$ cat src/hdl/arm_gravity_current_feedforward_defines.svh
// Assertion macros for the gravity feedforward block.
// Included by the top level only; no other dependencies.
`ifndef ARM_GRAVITY_CURRENT_FEEDFORWARD_DEFINES_SVH
`define ARM_GRAVITY_CURRENT_FEEDFORWARD_DEFINES_SVH
`ifndef SYNTH
`define AGCF_ASSERT_IMPLY(label, a, b) \
  label: assert property (@(posedge clk) disable iff (rst) (a) |-> (b)) \
    else $error("implication check failed");
`define AGCF_ASSERT_AFTER(label, a, b) \
  label: assert property (@(posedge clk) (a) |=> (b)) \
    else $error("next-cycle check failed");
`else
`define AGCF_ASSERT_IMPLY(label, a, b)
`define AGCF_ASSERT_AFTER(label, a, b)
`endif
`endif

$ cat src/hdl/agcf_pkg.sv
// Shared types and constants for the gravity feedforward block.
// No dependencies.
package agcf_pkg;
  localparam longint PI_Q30      = 64'sd3373259426;
  localparam longint HALF_PI_Q30 = PI_Q30 / 2;
  localparam longint TWO_PI_Q30  = 2 * PI_Q30;
  localparam longint OFFSET_1    = HALF_PI_Q30 + (65 * PI_Q30) / 180;
  localparam longint OFFSET_2    = -((146 * PI_Q30) / 180);
  localparam longint OFFSET_3    = (102 * PI_Q30) / 180;
  localparam int     TAYLOR_TERMS = 12;

  localparam logic [3:0] REG_MASS_1  = 4'd0;
  localparam logic [3:0] REG_MASS_2  = 4'd1;
  localparam logic [3:0] REG_MASS_3  = 4'd2;
  localparam logic [3:0] REG_GRAVITY = 4'd3;
  localparam logic [3:0] REG_LIMIT   = 4'd4;
  localparam logic [3:0] REG_SCALE_1 = 4'd5;
  localparam logic [3:0] REG_SCALE_2 = 4'd6;
  localparam logic [3:0] REG_SCALE_3 = 4'd7;

  typedef struct packed {
    logic               valid;
    logic [1:0]         tag;
    logic [2:0]         mask;
    logic               is_sin;
    logic               neg;
    logic [31:0]        t;
    logic signed [33:0] acc;
    logic [31:0]        x2;
  } lane_t;

  typedef struct packed {
    logic [15:0] m1;
    logic [15:0] m2;
    logic [15:0] m3;
    logic [15:0] g;
    logic [14:0] limit;
    logic [15:0] s1;
    logic [15:0] s2;
    logic [15:0] s3;
  } cfg_t;
endpackage

$ cat src/hdl/agcf_cell.sv
// One Taylor term cell: multiply by x squared, divide by the term constant, accumulate.
// Depends on agcf_pkg.
module agcf_cell #(
  parameter int K = 1
) (
  input  logic            clk,
  input  logic            rst,
  input  logic            adv,
  input  agcf_pkg::lane_t lane_in,
  output agcf_pkg::lane_t lane_out
);
  import agcf_pkg::*;

  localparam int DS = (2 * K) * (2 * K + 1);
  localparam int DC = (2 * K - 1) * (2 * K);
  localparam int LS = $clog2(DS);
  localparam int LC = $clog2(DC);
  localparam logic [33:0] MS = 34'(((66'd1 << (32 + LS)) + 66'(DS) - 66'd1) / 66'(DS));
  localparam logic [33:0] MC = 34'(((66'd1 << (32 + LC)) + 66'(DC) - 66'd1) / 66'(DC));

  lane_t mid;
  logic [63:0] pa;
  logic [65:0] pb;
  logic [31:0] tq;

  assign pa = {32'b0, lane_in.t} * {32'b0, lane_in.x2};
  assign pb = {34'b0, mid.t} * {32'b0, (mid.is_sin ? MS : MC)};
  assign tq = mid.is_sin ? 32'(pb >> (32 + LS)) : 32'(pb >> (32 + LC));

  always_ff @(posedge clk) begin
    if (rst) begin
      mid.valid <= 1'b0;
      lane_out.valid <= 1'b0;
    end else if (adv) begin
      mid.valid <= lane_in.valid;
      lane_out.valid <= mid.valid;
    end
    if (adv) begin
      mid.tag <= lane_in.tag;
      mid.mask <= lane_in.mask;
      mid.is_sin <= lane_in.is_sin;
      mid.neg <= lane_in.neg;
      mid.x2 <= lane_in.x2;
      mid.acc <= lane_in.acc;
      mid.t <= pa[61:30];
      lane_out.tag <= mid.tag;
      lane_out.mask <= mid.mask;
      lane_out.is_sin <= mid.is_sin;
      lane_out.neg <= mid.neg;
      lane_out.x2 <= mid.x2;
      lane_out.t <= tq;
      lane_out.acc <= (K % 2 == 1) ? mid.acc - $signed({2'b00, tq})
                                   : mid.acc + $signed({2'b00, tq});
    end
  end
endmodule

$ cat config.mk
export PLATFORM = sky130hd
export DESIGN_NAME = agcf_cell
export DESIGN_NICKNAME = d
export VERILOG_FILES = /design/src/hdl/arm_gravity_current_feedforward_defines.svh /design/src/hdl/agcf_pkg.sv /design/src/hdl/agcf_cell.sv
export SDC_FILE = /design/constraint.sdc
export NUM_CORES = 2
export LEC_CHECK = 0
export BUFFER_PORTS_ARGS = -buffer_cell sky130_fd_sc_hd__buf_2
export CORE_UTILIZATION = 45
export CTS_CLUSTER_SIZE = 16
export DETAILED_ROUTE_END_ITERATION = 6
export GPL_ROUTABILITY_DRIVEN = 0
export PLACE_DENSITY = 0.7
export SETUP_SLACK_MARGIN = 0.3
export SLEW_MARGIN = 5
export SYNTH_ARGS = -nofsm -noshare
export SYNTH_HDL_FRONTEND = slang
export SYNTH_SLANG_ARGS = --single-unit
$ cat constraint.sdc
create_clock -name clk -period 19.4 [get_ports clk]
set_input_delay 1.94 -clock clk [delete_from_list [all_inputs] [get_ports clk]]
set_output_delay 1.94 -clock clk [all_outputs]
set_load 0.03 [all_outputs]
==> metrics.cfg <==
[outcome]
run_status = finished with violations
failed_checks = DRC

[worst_setup_path]
regToRegEndpoint = lane_out[58]$_DFFE_PP_
slowest_stage = edfxtp_1
rr_startpoint = mid[99]$_DFFE_PP_
startpoint_type = flop
crit_arrival_ns = 12.36
crit_type = flop to flop
crit_fanout = 51
cp-end-kind = flop
reg2reg_setup_slack_ns = 7.36
cp.required_ns = 19.72
cp_common_cell = fa_1
reg2reg_depth = 41
cp_slowest_stage_delay_ns = 0.80

[global_routing]
first_global_vias = 39400
grt_max_degree = 74
globalRoute.totalOverflow = 0
grt.total_usage = 0.221
antenna_found_initial = 2
grt_pass1_wl_microns = 207000

[clock_network]
cts_tree = built
ctsResizeCount = 0
clkSinkCount = 212
hold_buffers = 0
numCtsBuffers = 25
cts_root_buf = clkbuf_16
post-cts-setup-buffers = 0
ctsLongestPathBuffers = 3
clk_latency_ns = 0.59
h-tree-depth = 1
clk_pin_slew_ns = 0.07

[yosys]
syn_area_sq_mm = 0.0523
ys_warn_count = 0
seq_area_frac_synth = 0.121
synthCells = 5384
postSynthAreaPerCell_sq_um = 9.71
synth_seq_cells = 212
synth_nets = 7227
async_flop_share = 0
synth_ff_type = edfxtp_1
synth_edf_count = 210
synth_cell_types = 80

[route]
drc = 25
first_pass_iters = 7
drt_iter0_drc = 2360
routed_wl_microns = 127000
drt-wirelength-per-cell_microns = 18.2
vias_per_cell = 5.19
vias = 36200
ant_nets = 0

[layout]
diodes = 0
final_nets = 7278
final_cell_mix = inv_1, fa_1, nand2_1, ha_1, and2_1
fillers = 10600
layout_commonest_cell = inv_1
drive_gt1_frac = 0.0568
syn_to_final_growth_pct = 6.02

[floorplanning]
die_area_sq_mm = 0.118
rows = 124
initial_core_util = 0.455
die_h_microns = 343
ios = 215
core_sq_mm = 0.115
die_w_microns = 343

[timing]
setup_viol = 0
finalCritPeriodShare = 0.620
post-route-min-period_ns = 12.04
final_max_slew_viol_count = 0
finalSetupTns_ns = 0
rsz0062_at_grt = false
fin_skew_ns = 0.0314
worstMarginPinSlew_ns = 1.06
max_slew_margin = 0.291
hold_viol = 0
timing.fmax_mhz = 83.1

[worst_hold_path]
hold_path.startpoint = mid[21]$_DFFE_PP_
hold_depth = 0
min_to = lane_out[21]$_DFFE_PP_
hold_class = flop to flop

[place]
io_buffers = 214
hpwl_microns = 102000

[job]
cap_violations = 0

## stage by stage
stage | instances | hold WS, ns | util | cell area, sq um | setup WS [ns]
CTS | 6965 | 0.420 | 0.483 | 55400 | 7.44
finish | 6965 | 0.419 | 0.483 | 55400 | 7.36
global route | 6965 | 0.424 | 0.483 | 55400 | 6.65
global placement | 6920 | 0.401 | 0.476 | 54600 | 7.87
floorplan | 5384 | 0.400 | - | 52300 | 8.84
detailed placement | 6920 | 0.405 | 0.476 | 54600 | 7.53
## synthesized netlist by cell type, types with 6 or more instances
library cell | number | area, sq um
a211oi_1 | 17 | 128
nand2b_1 | 14 | 87.6
nand3_1 | 29 | 145
nor2b_1 | 13 | 81.3
o21bai_1 | 9 | 67.6
inv_1 | 1392 | 5230
and3_1 | 13 | 81.3
ha_1 | 576 | 7210
edfxtp_1 | 210 | 6310
xnor2_1 | 63 | 552
nor2_1 | 89 | 334
a21oi_1 | 103 | 515
a21boi_0 | 6 | 45.0
o21ai_0 | 57 | 285
mux2i_1 | 14 | 140
xor2_1 | 32 | 280
a31oi_1 | 11 | 68.8
mux2_2 | 9 | 101
o211ai_1 | 10 | 75.1
nor3_1 | 25 | 125
nand2_1 | 880 | 3300
o21a_1 | 18 | 135
or3_1 | 11 | 68.8
fa_1 | 1158 | 23200
nand3b_1 | 6 | 45.0
clkbuf_1 | 204 | 766
and2_1 | 253 | 1580
nand4_1 | 19 | 119
o21ai_1 | 8 | 40.0
a21o_1 | 50 | 375
## layout make-up
type | count | area (sq um) | area share
multi-input combinational | 3570 | 39900 | 0.720
sequential | 212 | 6350 | 0.115
inverter | 1392 | 5230 | 0.0943
timing repair buffer | 234 | 1230 | 0.0222
clock buffer | 27 | 633 | 0.0114
clock inverter | 18 | 186 | 0.00336
tap | 1512 | 1890 | 0.0341
## flip-flops by register name, summed over array words and instances, names as in the netlist
register / flops
lane_out: 106
mid: 106
## critical path, delay by kind of cell (launching register included)
family                     cells  cell delay, ns
xor gates and xnor gates       1            0.15
adders and majority gates     11            4.69
AOI/OAI and AO/OA             17            3.97
buffers and inverters          7            1.07
and+or+nand+nor                5            1.03
DFF                            1            0.80
## cells by family (layout without fill, tap and decap cells)
logic type | after synthesis | after routing | synth area share
adders and majority gates | 1734 | 1734 | 0.581
buffers and inverters | 1602 | 1671 | 0.115
and+or+nand+nor | 1374 | 1374 | 0.117
AOI/OAI and AO/OA | 342 | 342 | 0.0435
DFF | 212 | 212 | 0.121
xor gates and xnor gates | 96 | 96 | 0.0162
muxes | 24 | 24 | 0.00484
## metal layers
metal	global-route usage	part of all wire
met4	0.0712	0.034
met5	0	0.000079
met2	0.382	0.49
met1	0.289	0.41
met3	0.0273	0.066
## how the worst max path moves through the flow
stage	slack, ns	endpoint	start
after detailed placement	7.53	lane_out[58]$_DFFE_PP_	mid[99]$_DFFE_PP_
after global placement	7.87	lane_out[58]$_DFFE_PP_	mid[99]$_DFFE_PP_
after global routing	6.65	lane_out[58]$_DFFE_PP_	mid[99]$_DFFE_PP_
after CTS	7.44	lane_out[58]$_DFFE_PP_	mid[99]$_DFFE_PP_
after floorplan	8.84	lane_out[58]$_DFFE_PP_	mid[99]$_DFFE_PP_
final	7.36	lane_out[58]$_DFFE_PP_	mid[99]$_DFFE_PP_
Power is not shown: default switching activity piles up to over one toggle a cycle in this logic, so the estimate is an artifact.
