### config.mk
export PLATFORM = sky130hd
export DESIGN_NAME = agcf_front
export DESIGN_NICKNAME = d
export VERILOG_FILES = /design/src/hdl/arm_gravity_current_feedforward_defines.svh /design/src/hdl/agcf_pkg.sv /design/src/hdl/agcf_front.sv
export SDC_FILE = /design/constraint.sdc
export NUM_CORES = 2
export LEC_CHECK = 0
export BUFFER_PORTS_ARGS = -buffer_cell sky130_fd_sc_hd__buf_2
export CORE_MARGIN = 2
export CORE_UTILIZATION = 51
export DETAILED_ROUTE_END_ITERATION = 16
export PLACE_DENSITY = 0.69
export SLEW_MARGIN = 20
export SYNTH_ARGS = -nofsm -noshare
export SYNTH_HDL_FRONTEND = slang
export SYNTH_SLANG_ARGS = --single-unit
export TNS_END_PERCENT = 20
### constraint.sdc
create_clock -name clk -period 13.95 [get_ports clk]
set_clock_uncertainty 0.05 [all_clocks]
set_input_delay 2.79 -clock clk [delete_from_list [all_inputs] [get_ports clk]]
set_output_delay 2.79 -clock clk [all_outputs]
set_load 0.01 [all_outputs]
### src/hdl/arm_gravity_current_feedforward_defines.svh
// Assertion macros for the gravity feedforward block.
// Included by the top level only; no other dependencies.
`ifndef ARM_GRAVITY_CURRENT_FEEDFORWARD_DEFINES_SVH
`define ARM_GRAVITY_CURRENT_FEEDFORWARD_DEFINES_SVH
`ifndef SYNTH
`define AGCF_ASSERT_IMPLY(label, a, b) \
  label: assert property (@(posedge clk) disable iff (rst) (a) |-> (b)) \
    else $error("implication check failed");
`define AGCF_ASSERT_AFTER(label, a, b) \
  label: assert property (@(posedge clk) (a) |=> (b)) \
    else $error("next-cycle check failed");
`else
`define AGCF_ASSERT_IMPLY(label, a, b)
`define AGCF_ASSERT_AFTER(label, a, b)
`endif
`endif

### src/hdl/agcf_pkg.sv
// Shared types and constants for the gravity feedforward block.
// No dependencies.
package agcf_pkg;
  localparam longint PI_Q30      = 64'sd3373259426;
  localparam longint HALF_PI_Q30 = PI_Q30 / 2;
  localparam longint TWO_PI_Q30  = 2 * PI_Q30;
  localparam longint OFFSET_1    = HALF_PI_Q30 + (65 * PI_Q30) / 180;
  localparam longint OFFSET_2    = -((146 * PI_Q30) / 180);
  localparam longint OFFSET_3    = (102 * PI_Q30) / 180;
  localparam int     TAYLOR_TERMS = 12;

  localparam logic [3:0] REG_MASS_1  = 4'd0;
  localparam logic [3:0] REG_MASS_2  = 4'd1;
  localparam logic [3:0] REG_MASS_3  = 4'd2;
  localparam logic [3:0] REG_GRAVITY = 4'd3;
  localparam logic [3:0] REG_LIMIT   = 4'd4;
  localparam logic [3:0] REG_SCALE_1 = 4'd5;
  localparam logic [3:0] REG_SCALE_2 = 4'd6;
  localparam logic [3:0] REG_SCALE_3 = 4'd7;

  typedef struct packed {
    logic               valid;
    logic [1:0]         tag;
    logic [2:0]         mask;
    logic               is_sin;
    logic               neg;
    logic [31:0]        t;
    logic signed [33:0] acc;
    logic [31:0]        x2;
  } lane_t;

  typedef struct packed {
    logic [15:0] m1;
    logic [15:0] m2;
    logic [15:0] m3;
    logic [15:0] g;
    logic [14:0] limit;
    logic [15:0] s1;
    logic [15:0] s2;
    logic [15:0] s3;
  } cfg_t;
endpackage

### src/hdl/agcf_front.sv
// Front end: accepts joint samples, forms summed angles, reduces and squares them.
// Depends on agcf_pkg.
module agcf_front (
  input  logic                clk,
  input  logic                rst,
  input  logic                adv,
  input  logic                in_valid,
  output logic                in_ready,
  input  logic signed [17:0]  angle_1,
  input  logic signed [17:0]  angle_2,
  input  logic signed [17:0]  angle_3,
  input  logic signed [15:0]  speed_1,
  input  logic signed [15:0]  speed_2,
  input  logic signed [15:0]  speed_3,
  input  logic [14:0]         limit,
  output agcf_pkg::lane_t     lane_out
);
  import agcf_pkg::*;

  logic busy;
  logic [1:0] cnt;
  logic signed [39:0] p1, p2, p3, p1c, p2c, p3c, psel;
  logic [2:0] mask, mask_c;
  logic accept;
  logic [39:0] red;
  logic r_valid, q_valid;
  logic [1:0] r_tag, q_tag;
  logic [2:0] r_mask, q_mask;
  logic [32:0] r_m;
  logic [30:0] q_x;
  logic q_sin, q_neg;
  logic [1:0] qc;
  logic [32:0] qoff;
  logic [61:0] sq;

  function automatic logic cut(input logic signed [15:0] s, input logic [14:0] lim);
    logic [16:0] e, mag;
    e = {s[15], s};
    mag = s[15] ? (17'd0 - e) : e;
    return mag >= {2'b00, lim};
  endfunction

  assign in_ready = !rst && adv && (!busy || cnt == 2'd2);
  assign accept = in_valid && in_ready;

  always_comb begin
    p1c = 40'(OFFSET_1) - {{5{angle_1[17]}}, angle_1, 17'b0};
    p2c = p1c + 40'(OFFSET_2) - {{5{angle_2[17]}}, angle_2, 17'b0};
    p3c = p2c + 40'(OFFSET_3) - {{5{angle_3[17]}}, angle_3, 17'b0};
    mask_c = {cut(speed_3, limit), cut(speed_2, limit), cut(speed_1, limit)};
  end

  always_comb begin
    case (cnt)
      2'd0: psel = p1;
      2'd1: psel = p2;
      default: psel = p3;
    endcase
    red = 40'($unsigned(psel) + 40'(8 * TWO_PI_Q30));
    for (int j = 4; j >= 0; j--) begin
      if (red >= 40'(TWO_PI_Q30 <<< j)) red = red - 40'(TWO_PI_Q30 <<< j);
    end
  end

  always_comb begin
    if (r_m >= 33'(3 * HALF_PI_Q30)) begin
      qc = 2'd3; qoff = 33'(3 * HALF_PI_Q30);
    end else if (r_m >= 33'(2 * HALF_PI_Q30)) begin
      qc = 2'd2; qoff = 33'(2 * HALF_PI_Q30);
    end else if (r_m >= 33'(HALF_PI_Q30)) begin
      qc = 2'd1; qoff = 33'(HALF_PI_Q30);
    end else begin
      qc = 2'd0; qoff = 33'd0;
    end
  end

  assign sq = {31'b0, q_x} * {31'b0, q_x};

  always_ff @(posedge clk) begin
    if (rst) begin
      busy <= 1'b0;
      cnt <= 2'd0;
      r_valid <= 1'b0;
      q_valid <= 1'b0;
      lane_out.valid <= 1'b0;
    end else if (adv) begin
      if (busy && cnt != 2'd2) begin
        cnt <= cnt + 2'd1;
      end else begin
        busy <= accept;
        cnt <= 2'd0;
      end
      r_valid <= busy;
      q_valid <= r_valid;
      lane_out.valid <= q_valid;
    end
    if (adv) begin
      if (accept) begin
        p1 <= p1c;
        p2 <= p2c;
        p3 <= p3c;
        mask <= mask_c;
      end
      r_m <= red[32:0];
      r_tag <= cnt;
      r_mask <= mask;
      q_x <= 31'(r_m - qoff);
      q_sin <= qc[0];
      q_neg <= (qc == 2'd1) || (qc == 2'd2);
      q_tag <= r_tag;
      q_mask <= r_mask;
      lane_out.tag <= q_tag;
      lane_out.mask <= q_mask;
      lane_out.is_sin <= q_sin;
      lane_out.neg <= q_neg;
      lane_out.x2 <= sq[61:30];
      lane_out.t <= q_sin ? {1'b0, q_x} : 32'h4000_0000;
      lane_out.acc <= q_sin ? {3'b000, q_x} : 34'sh0_4000_0000;
    end
  end
endmodule

==> results.cfg <==
[cts]
cts.htree.levels = 1
root_buffer = clkbuf_16
clk_path_buf_depth = 3
clkLatencyLatePin_ns = 0.64
clkTransAtPathRegs_ns = 0.06
numCtsBuffers = 29
cts.sinks = 218
cts_tree = built
holdBufCountCts = 0

[sta]
finalMaxSlewViolations = 0
max_slew_margin_pct = 24.87
rsz0062_at_grt = no
tns_ns = 0
fmax_mhz = 77.44
setup_viol = 0
period_minus_slack_ns = 12.91
hold_viol_final = 0
tightest_slew_ns = 1.118
fin_crit_sh_pct = 92.57

[floorplan]
chipWidth_um = 305.1
die-area_um2 = 93100
rows = 110
core_area_um2 = 89870
die_h_um = 305.1
boundaryPins = 228
initial_core_util_pct = 51.45

[synthesis]
ys.warnings.count = 0
synth_cells = 4952
synth-edff-count = 212
yosysUniqueCellTypes = 128
async_reset_ff_share_pct = 0
synth_ff_type = edfxtp_1
yosysSeqAreaShare_pct = 14.03
synth.avg_cell_area_um2 = 9.338
synth-seq-cells = 218
synthesis.area_um2 = 46240

[detailed_routing]
num_vias = 34987
finalWirelength_um = 120400
antenna_left = 0
drt_iter0_markers = 2677
drc = 0
drtPass1Iterations = 6
vias_per_cell = 5.573
routedWlPerCell_um = 19.18

[setup_path]
crit_buf_inv = 7
rr_startpoint = cnt[1]
arrival_ns = 13.25
slowest_stage = or4_1
crit_family = compound AO/OA/AOI/OAI gates
start_kind = flip-flop
r2r_slack_ns = 1.04
critical_path_class = reg -> reg
critPathCaptureType = flip-flop
cp-startpoint = cnt[1]
worst-path-max-fanout = 28
cp.required_ns = 14.29
slowest_delay_ns = 0.56

[place]
port_buffers = 223
gp_congestion = 0.9150
place_hpwl_um = 96420

[global_routing]
first_global_vias = 36653
overflow = 0
grt_usage_pct = 26.60
grt_first_pass_wirelength_um = 197300
grt_max_degree = 67
antenna_found_initial = 3

[cells_and_area]
num-fill-cells = 8013
num_antenna_cells = 0
drive_gt1_share_pct = 8.781
area_growth_pct = 6.664
nNetsFinal = 6381

[run]
maxCapViolCount = 0

[min_path]
min_path_type = reg -> reg
hold_start = mask[1]

[run_status]
outcome = complete, no violations
## area by class of cell
cell class	instances	area (µm²)	share of cell area (%)
Multi-Input combinational cell	3539	35000	70.96
Tap cell	1176	1471	2.983
Clock inverter	17	198.9	0.4033
Sequential cell	218	6486	13.15
Clock buffer	36	772.0	1.565
Timing Repair Buffer	291	1633	3.310
Inverter	1001	3760	7.623
## cells in the final DEF, fill, tap and decap left out, types with 68 or more instances in the layout
master      n
fa_1      752
ha_1      427
inv_1     993
edfxtp_1  212
a21oi_1   134
and2_1    258
o21ai_0   123
buf_2     222
xor2_1     81
xnor2_1   194
nor3_1     81
buf_4      68
nor2_1    246
nand2_1   403
## registers in the layout (all words and copies together) (netlist names)
name / flops
lane_out: 71
r_m: 33
q_x: 31
p3: 23
p2: 21
p1: 19
mask: 3
q_mask: 3
r_mask: 3
cnt: 2
q_tag: 2
r_tag: 2
busy: 1
q_neg: 1
q_sin: 1
q_valid: 1
r_valid: 1
## metal layers
layer  track usage, %  part of all wire [%]
met1            37.35                    43
met2            43.26                    46
met3            4.123                   8.4
met4            6.516                   2.6
met5                0                     0
## logic make-up after synthesis
| family | count (synthesis) | synth area share, % |
|---|---|---|
| mux | 19 | 0.4356 |
| fa+ha+maj | 1180 | 44.14 |
| flops | 218 | 14.03 |
| buf+inv | 1198 | 10.37 |
| xor+xnor | 278 | 5.314 |
| other cells | 1 | 0.008110 |
| simple gates | 1357 | 14.82 |
| compound gates | 701 | 10.88 |
## worst paths after layout
check                            endpoint  cells after the start
worst min-delay path            r_mask[1]                      0
worst min register to register  r_mask[1]                      0
worst max-delay path              r_m[16]                     50
worst max register to register    r_m[16]                     50
## stage by stage
stage	area, µm²	setup slack, ns	util [%]	instances	hold WS (ns)
3_5_place_dp	48320	0.7577	53.77	6225	0.3545
6_report	49320	1.036	54.88	6278	0.3692
4_1_cts	49290	0.6744	54.85	6278	0.3685
3_3_place_gp	48320	1.044	53.77	6225	0.3511
2_1_floorplan	46250	1.739	-	4955	0.3503
5_1_grt	49320	0.07235	54.88	6278	0.3850
## cells in the mapped netlist, types with 57 or more instances
cell,count,area [µm²]
a21o_1,67,503.0
a21oi_1,134,670.6
clkbuf_1,113,424.2
nor2_1,246,923.4
nand3_1,67,335.3
and2_1,259,1620
o21ai_0,123,615.6
nand2b_1,60,375.4
nor3_1,81,405.4
inv_1,993,3727
o21a_1,57,427.9
fa_1,752,15050
xor2_1,81,709.4
xnor2_1,194,1699
ha_1,428,5355
nand2_1,403,1513
edfxtp_1,212,6366
## repair_timing
item                                    in CTS  in global routing
buffers inserted                             0                  0
endpoints found under the setup margin       0                 29
resized for setup                            0                  5
endpoints found under the hold margin        0                  0
Power is left out: the tool's default activity adds up to more than one toggle a clock period on the data nets, which glitch-free logic cannot reach.
